## config.mk

```make
export PLATFORM = sky130hd
export DESIGN_NAME = fdr_sqrt
export DESIGN_NICKNAME = d
export VERILOG_FILES = /design/src/sv/fresnel_dielectric_reflectance_unit_assert.svh /design/src/sv/fdr_pkg.sv /design/src/sv/fdr_sqrt.sv
export SDC_FILE = /design/constraint.sdc
export NUM_CORES = 1
export LEC_CHECK = 0
export BUFFER_PORTS_ARGS = -buffer_cell sky130_fd_sc_hd__buf_2
export CAP_MARGIN = 20
export CORE_MARGIN = 3
export CORE_UTILIZATION = 56
export CTS_CLUSTER_DIAMETER = 200
export DETAILED_ROUTE_END_ITERATION = 16
export PLACE_DENSITY = 0.78
export SYNTH_ARGS = -nofsm -noshare
export SYNTH_HDL_FRONTEND = slang
export SYNTH_SLANG_ARGS = --single-unit
```

## constraint.sdc

```tcl
create_clock -name clk_i -period 2.6 [get_ports clk_i]
set_clock_uncertainty 0.2 [all_clocks]
set_input_delay 0.13 -clock clk_i [delete_from_list [all_inputs] [get_ports clk_i]]
set_output_delay 0.13 -clock clk_i [all_outputs]
set_load 0.005 [all_outputs]
```

## src/sv/fresnel_dielectric_reflectance_unit_assert.svh

```systemverilog
// Assertion macros shared by the Fresnel reflectance RTL.
// Expects clk_i and rst_ni in the scope of each use.
`ifndef FRESNEL_DIELECTRIC_REFLECTANCE_UNIT_ASSERT_SVH
`define FRESNEL_DIELECTRIC_REFLECTANCE_UNIT_ASSERT_SVH

// Consequent checked in the same cycle as the antecedent.
`define FDR_ASSERT_SAME(lbl, ante, cons, msg) \
  lbl: assert property (@(posedge clk_i) disable iff (!rst_ni) (ante) |-> (cons)) \
    else $error(msg);

// Consequent checked in the cycle after the antecedent.
`define FDR_ASSERT_NEXT(lbl, ante, cons, msg) \
  lbl: assert property (@(posedge clk_i) disable iff (!rst_ni) (ante) |=> (cons)) \
    else $error(msg);

`endif

```

## src/sv/fdr_pkg.sv

```systemverilog
// Shared types and constants for the Fresnel reflectance pipeline.
// No dependencies.
`timescale 1ns / 1ps

package fdr_pkg;

  localparam logic signed [15:0] CosOne    = 16'sd16384;
  localparam logic [14:0]        CosOneMag = 15'd16384;
  localparam logic [28:0]        OneQ28    = 29'h1000_0000;
  localparam logic [16:0]        OneQ16    = 17'h1_0000;

  localparam int S2tSteps   = 28;  // quotient bits of sin^2 transmitted
  localparam int SqrtSteps  = 15;  // root bits of cos transmitted
  localparam int RatioSteps = 25;  // quotient bits of amplitude ratios
  localparam int NumW       = 60;  // a^2 * sin^2 incident
  localparam int RemW       = 56;  // |n| << 24

  typedef struct packed {
    logic [14:0] c;  // |cos incident|, Q14
    logic [15:0] a;  // index on incident side after swap
    logic [15:0] b;  // index on transmitted side after swap
  } ray_t;

endpackage

```

## src/sv/fdr_sqrt.sv

```systemverilog
// Pipelined integer square root, one result bit per stage.
// Depends on fdr_pkg; carries the ray payload alongside.
`timescale 1ns / 1ps

module fdr_sqrt import fdr_pkg::*; (
  input  logic        clk_i,
  input  logic        rst_ni,
  input  logic        en_i,
  input  logic        valid_i,
  input  logic [28:0] rad_i,
  input  ray_t        ray_i,
  output logic        valid_o,
  output logic [14:0] root_o,
  output ray_t        ray_o
);

  logic        v_q   [0:SqrtSteps];
  logic [28:0] rad_q [0:SqrtSteps];
  logic [29:0] res_q [0:SqrtSteps];
  ray_t        ray_q [0:SqrtSteps];

  always_ff @(posedge clk_i or negedge rst_ni) begin
    if (!rst_ni) begin
      v_q[0] <= 1'b0;
    end else if (en_i) begin
      v_q[0] <= valid_i;
    end
  end

  always_ff @(posedge clk_i) begin
    if (en_i) begin
      rad_q[0] <= rad_i;
      res_q[0] <= '0;
      ray_q[0] <= ray_i;
    end
  end

  for (genvar j = 0; j < SqrtSteps; j++) begin : g_step
    logic [29:0] bitc;
    logic [29:0] sum;
    logic        take;

    assign bitc = 30'(1) << (2 * (SqrtSteps - 1 - j));
    assign sum  = res_q[j] + bitc;
    assign take = {1'b0, rad_q[j]} >= sum;

    always_ff @(posedge clk_i or negedge rst_ni) begin
      if (!rst_ni) begin
        v_q[j+1] <= 1'b0;
      end else if (en_i) begin
        v_q[j+1] <= v_q[j];
      end
    end

    always_ff @(posedge clk_i) begin
      if (en_i) begin
        rad_q[j+1] <= take ? (rad_q[j] - sum[28:0]) : rad_q[j];
        res_q[j+1] <= take ? ((res_q[j] >> 1) + bitc) : (res_q[j] >> 1);
        ray_q[j+1] <= ray_q[j];
      end
    end
  end

  assign valid_o = v_q[SqrtSteps];
  assign root_o  = res_q[SqrtSteps][14:0];
  assign ray_o   = ray_q[SqrtSteps];

endmodule

```

**Word level (Yosys, flattened, before mapping)**

Memories as Yosys holds them, arrays and structs flattened.
Cells that the tools add are included.

- Add/subtract/negate cells: 45
- Order comparisons: 15
- Muxes and demuxes: 32

Operators by type and width:

| cell | number |
|---|---|
| $ge A29 B30 Y1 | 15 |
| $mux W30 | 15 |
| $mux W29 | 15 |
| $sub A29 B29 Y29 | 15 |
| $add A29 B1 Y30 const B | 1 |
| $add A29 B11 Y30 const B | 1 |
| $add A29 B13 Y30 const B | 1 |
| $add A29 B15 Y30 const B | 1 |
| $add A29 B17 Y30 const B | 1 |
| $add A29 B19 Y30 const B | 1 |
| $add A29 B21 Y30 const B | 1 |
| $add A29 B23 Y30 const B | 1 |
| $add A29 B25 Y30 const B | 1 |
| $add A29 B27 Y30 const B | 1 |
| $add A29 B29 Y30 const B | 1 |
| $add A29 B3 Y30 const B | 1 |
| $add A29 B5 Y30 const B | 1 |
| $add A29 B7 Y30 const B | 1 |
| $add A29 B9 Y30 const B | 1 |
| $add A30 B1 Y30 const B | 1 |
| $add A30 B11 Y30 const B | 1 |
| $add A30 B13 Y30 const B | 1 |
| $add A30 B15 Y30 const B | 1 |
| $add A30 B17 Y30 const B | 1 |
| 11 further kinds | 12 |

- Register bits: 16
- RAM bits: 1696
- Memories kept: 3

Memories:

| memory | words | width | rd ports | clocked after Yosys merged registers in | wr ports | RTL line | source |
|---|---|---|---|---|---|---|---|
| ray_q | 16 | 47 | 16 | 0 | 16 | fdr_sqrt.sv:20 | `ray_t ray_q [0:SqrtSteps];` |
| res_q | 16 | 30 | 16 | 0 | 16 | fdr_sqrt.sv:19 | `logic [29:0] res_q [0:SqrtSteps];` |
| rad_q | 16 | 29 | 15 | 0 | 16 | fdr_sqrt.sv:18 | `logic [28:0] rad_q [0:SqrtSteps];` |

**Longest topological paths before layout**

An unclocked memory read counts as a cell.

- Word-level depth: 4
- Depth in mapped cells: 12
- Mapped depth without buffers: 10

**Least setup slack after synthesis**

Ideal clock, no wire load.

- Path kind: register to register
- Start: memory rad_q[12][7], in the netlist rad_q[6][7]
- End: memory rad_q[13][21], in the netlist rad_q[6][50], data pin
- Setup time: 0.259 ns
- Data arrival time: 2.391 ns
- Required time: 2.141 ns
- Setup slack: -0.249 ns
- Cell stages (with the launch flop): 9
- Path buffers: 0
- Period minus slack after synthesis: 2.849 ns
- Cell sequence: edfxtp_1 > ha_1 > a21oi_1 > a211oi_1 > a2111oi_2 > o21ai_1 > a21bo_4 > or4b_4 > xnor2_2

RTL lines:

| item | RTL line |
|---|---|
| start, declared | fdr_sqrt.sv:18 |

==> results by group <==
Job
  – Max Cap Violations: 0

Worst setup path
  – Critical Path Stages: 8
  – Highest-delay cell along the critical path: or4_4
  – Worst-path cell chain: ha_4, nand4_1, or2_1, o31ai_4, nor4_4, a211o_1, or4_4, xnor2_2
  – Critical Path Start: rad_q[4][19]$_DFFE_PP_
  – CP endpoint kind: register
  – Critical Path RT: 2.85 ns
  – CP peak stage delay: 0.46 ns
  – Worst setup path end: rad_q[4][54]$_DFFE_PP_
  – Worst R2R End: rad_q[4][54]$_DFFE_PP_
  – WS Path Type: register to register
  – FF-to-FF Start: rad_q[4][19]$_DFFE_PP_
  – Worst Path Arrival: 3.24 ns
  – Critical path buffers and inverters: 0
  – Reg2Reg Depth: 8
  – CP delay by family, top: simple AND/OR/NAND/NOR gates
  – Crit-path max FO: 4
  – Reg2Reg Setup Slack: -0.39 ns
  – Critical Path Start Type: register

Synthesis
  – Yosys warns: 0
  – Async SR Flop Fraction: 1.21%
  – Synthesized area: 0.0491 mm²
  – Post-synth EDFFs: 1,307
  – Post-synth cell types: 87
  – Main combinational cell family by area after synthesis: simple AND/OR/NAND/NOR gates
  – Synth Area in Adders: 3.38%
  – Post-synthesis sequential area ratio: 80.7%
  – XOR/XNOR Fraction of Synth Area: 2.67%
  – Post-synthesis compound-gate area fraction: 4.66%
  – Cells after synthesis: 2,735
  – Mapped Avg Cell Area: 18.0 µm²
  – Simple-gate share of the synthesized area: 5.44%
  – Top_reg_cell synth: edfxtp_1
  – Register bit count reported by yosys: 1,323
  – Mux contribution to synthesized area: 1.03%
  – Syn Nets: 2,947

Route
  – Met2 WL post-DR: 54,300 µm
  – Max layer used: met4
  – DRT Pass-1 Iters: 5
  – Initial DRC count: 1,732
  – DRT antenna net count: 0
  – Routed via count divided by cell count: 5.40
  – Met3 wire length: 3470 µm
  – M1 WL: 33,700 µm
  – Routed length per instance: 19.8 µm
  – Total wire length: 96,000 µm
  – Detailed-route via count: 26,125
  – DRC: 0

Floorplan
  – Initial Util: 56.6%
  – Die X: 302 µm
  – Die height: 302 µm
  – Core footprint: 0.0869 mm²
  – Site Rows: 108
  – IO Count: 143
  – Die area: 0.0914 mm²

STA
  – Slew @ Worst Pin: 0.700 ns
  – Tcrit/Tclk final: 115%
  – RSZ-0062 raised after global routing: true
  – Max-slew headroom at the worst pin: 53.2%
  – Max-slew violations: 0
  – Min Tclk post-route: 2.99 ns
  – Hold Fails Final Rpt: 0
  – Max Fclk: 0.335 GHz
  – Setup_tns: -14.69 ns
  – Final setup violation count: 139
  – PnR worst setup slack: -0.387 ns

Clock tree
  – Root Buffer: clkbuf_16
  – CTS Sinks: 1,323
  – CTS tree: built
  – Total CTS buffers: 121
  – Clk buf depth: 3
  – Worst-Skew Late Latency: 0.70 ns
  – Reg clk slew, reported paths: 0.06 ns
  – H-tree Lvls: 3

Place
  – Dpl ws: -0.400 ns
  – DP HPWL: 54,100 µm
  – IO Port Bufs: 142
  – Routability cong.: 1.00

Global routing
  – Vias in the first global route: 27,460
  – Global route overflow: 0
  – Initial antenna violation count: 0
  – Largest net degree at the start of global routing: 108
  – Global Route Usage Sum: 20.2%
  – Global-route wire length before repair: 144,000 µm

Layout
  – P&R area growth vs syn: 27.9%
  – Fraction of layout cells with a size suffix above 1: 32.1%
  – Antenna cells: 0
  – Fin nets: 3,798

Power
  – PD cells: 827 mW/mm²
  – Leakage: 23.4 nW
  – Worst VDD drop: 0.721 mV
  – Design Power: 0.0520 W

Outcome
  – Failing checks: setup timing
  – Run status: finished, violations left

Hold path
  – Hold wc startpoint: ray_q[1][195]$_DFFE_PP_
  – Min-Delay Path Class: register to register
## repair_timing
action                     4_1_cts  5_1_grt
buffers inserted                64       57
gates resized for setup        244      249
hold buffers                   158        0
pin swaps                      103      103
setup endpoints to repair      172      187
cloned                           4        4
hold endpoints to repair       588        0
## cells by family (layout without fill, tap and decap cells)
kind of cell | count (synthesis) | after routing
adders and majority gates | 132 | 132
DFF | 1323 | 1323
muxes | 46 | 46
and+or+nand+nor | 509 | 509
AOI/OAI and AO/OA | 348 | 348
buffers and inverters | 229 | 1181
other | 1 | 1
xor gates and xnor gates | 147 | 147
## placed cells by master (no fill, tap or decap), types with 12 or more instances in the layout
master         count
or3_1             12
xnor2_2           15
nor3_1            27
xor2_1            67
nand4_1           15
nand3_1           21
xnor2_1           65
edfxtp_1        1307
o21ai_0           38
ha_4              50
a21o_1            28
buf_6             49
nand2b_1          21
nor4_1            46
inv_1            131
clkinv_2          24
nor2_1            95
mux2_2            28
buf_4            414
a21oi_1           58
buf_12            28
buf_2            141
o21ai_2           36
o21ai_1           22
clkbuf_1          24
inv_2             22
a21oi_2           21
o21a_1            35
clkinv_1          31
nand2_2           29
clkbuf_16        123
ha_1              80
nand2_1           88
dlygate4sd3_1    158
dfrtp_1           16
nor3_2            12
## routing by layer
layer | track usage (%) | vias to the layer above
met3 | 3.11 | 294
met5 | 0 | -
met2 | 39.8 | 804
met1 | 20.9 | 12877
li1 | - | 12150
met4 | 9.08 | 0
## final cells by class
class	instances	area [µm²]
multi-input cells	1183	10600
repair buffers	802	6720
flip-flops and latches	1323	39600
clock buffers	145	3120
well taps	1155	1450
fillers	4836	24000
clock inverters	79	783
inverters	155	589
## through the flow
step	hold slack, ns	utilization (%)	area, µm²	std cells
after global placement	-0.166	62.5	54300	4341
final	0.181	72.4	62900	4842
after detailed placement	-0.145	62.5	54300	4341
after floorplan	-0.366	-	49400	2735
after CTS	0.185	70.7	61400	4790
after global routing	0.187	72.4	62900	4842
## worst reg2reg max path, stage by stage, from the launching register on
cell	delay, ns
edfxtp_1	0.45
ha_4	0.30
nand4_1	0.18
or2_1	0.32
o31ai_4	0.31
nor4_4	0.07
a211o_1	0.31
or4_4	0.46
xnor2_2	0.14
## Yosys cell counts (10+ instances only)
cell	n	area share, %
inv_1	154	1.2
nor3_1	42	0.43
clkbuf_1	15	0.11
nand3_1	31	0.32
nor4b_1	10	0.18
dfrtp_1	16	0.81
a21oi_1	85	0.87
nand4_1	15	0.19
nor2_1	108	0.82
nor4_1	55	0.70
xor2_1	67	1.2
xnor2_1	77	1.4
a211o_1	11	0.20
edfxtp_1	1307	80
buf_4	49	0.75
a21o_1	28	0.43
nand2_1	127	0.97
or3_1	13	0.17
nand2b_1	25	0.32
o21a_1	35	0.53
nor2b_1	16	0.20
o31ai_1	10	0.15
mux2_2	36	0.82
ha_1	131	3.3
o21ai_0	93	0.95
o211ai_1	10	0.15
## how the worst min path moves through the flow
stage                                    to  cells after the start
finish              ray_q[1][242]$_DFFE_PP_                      0
global route        ray_q[1][242]$_DFFE_PP_                      0
CTS                 ray_q[1][242]$_DFFE_PP_                      0
detailed placement      valid_o$_DFFE_PN0P_                      1
global placement        valid_o$_DFFE_PN0P_                      1
floorplan               v_q[10]$_DFFE_PN0P_                      0
## where the power goes
part           total (W)  internal, W  switching (W)
sequential        0.0269       0.0258        0.00112
combinational    0.00773      0.00396        0.00378
clock             0.0173      0.00969        0.00766
total             0.0520       0.0395         0.0126
## flip-flops by register name, summed over array words and instances, names as in the netlist
signal / flops
rad_q: 435
res_q: 120
ray_q: 752
valid_o: 1
v_q: 15
Power figures use the tool's default switching activity.
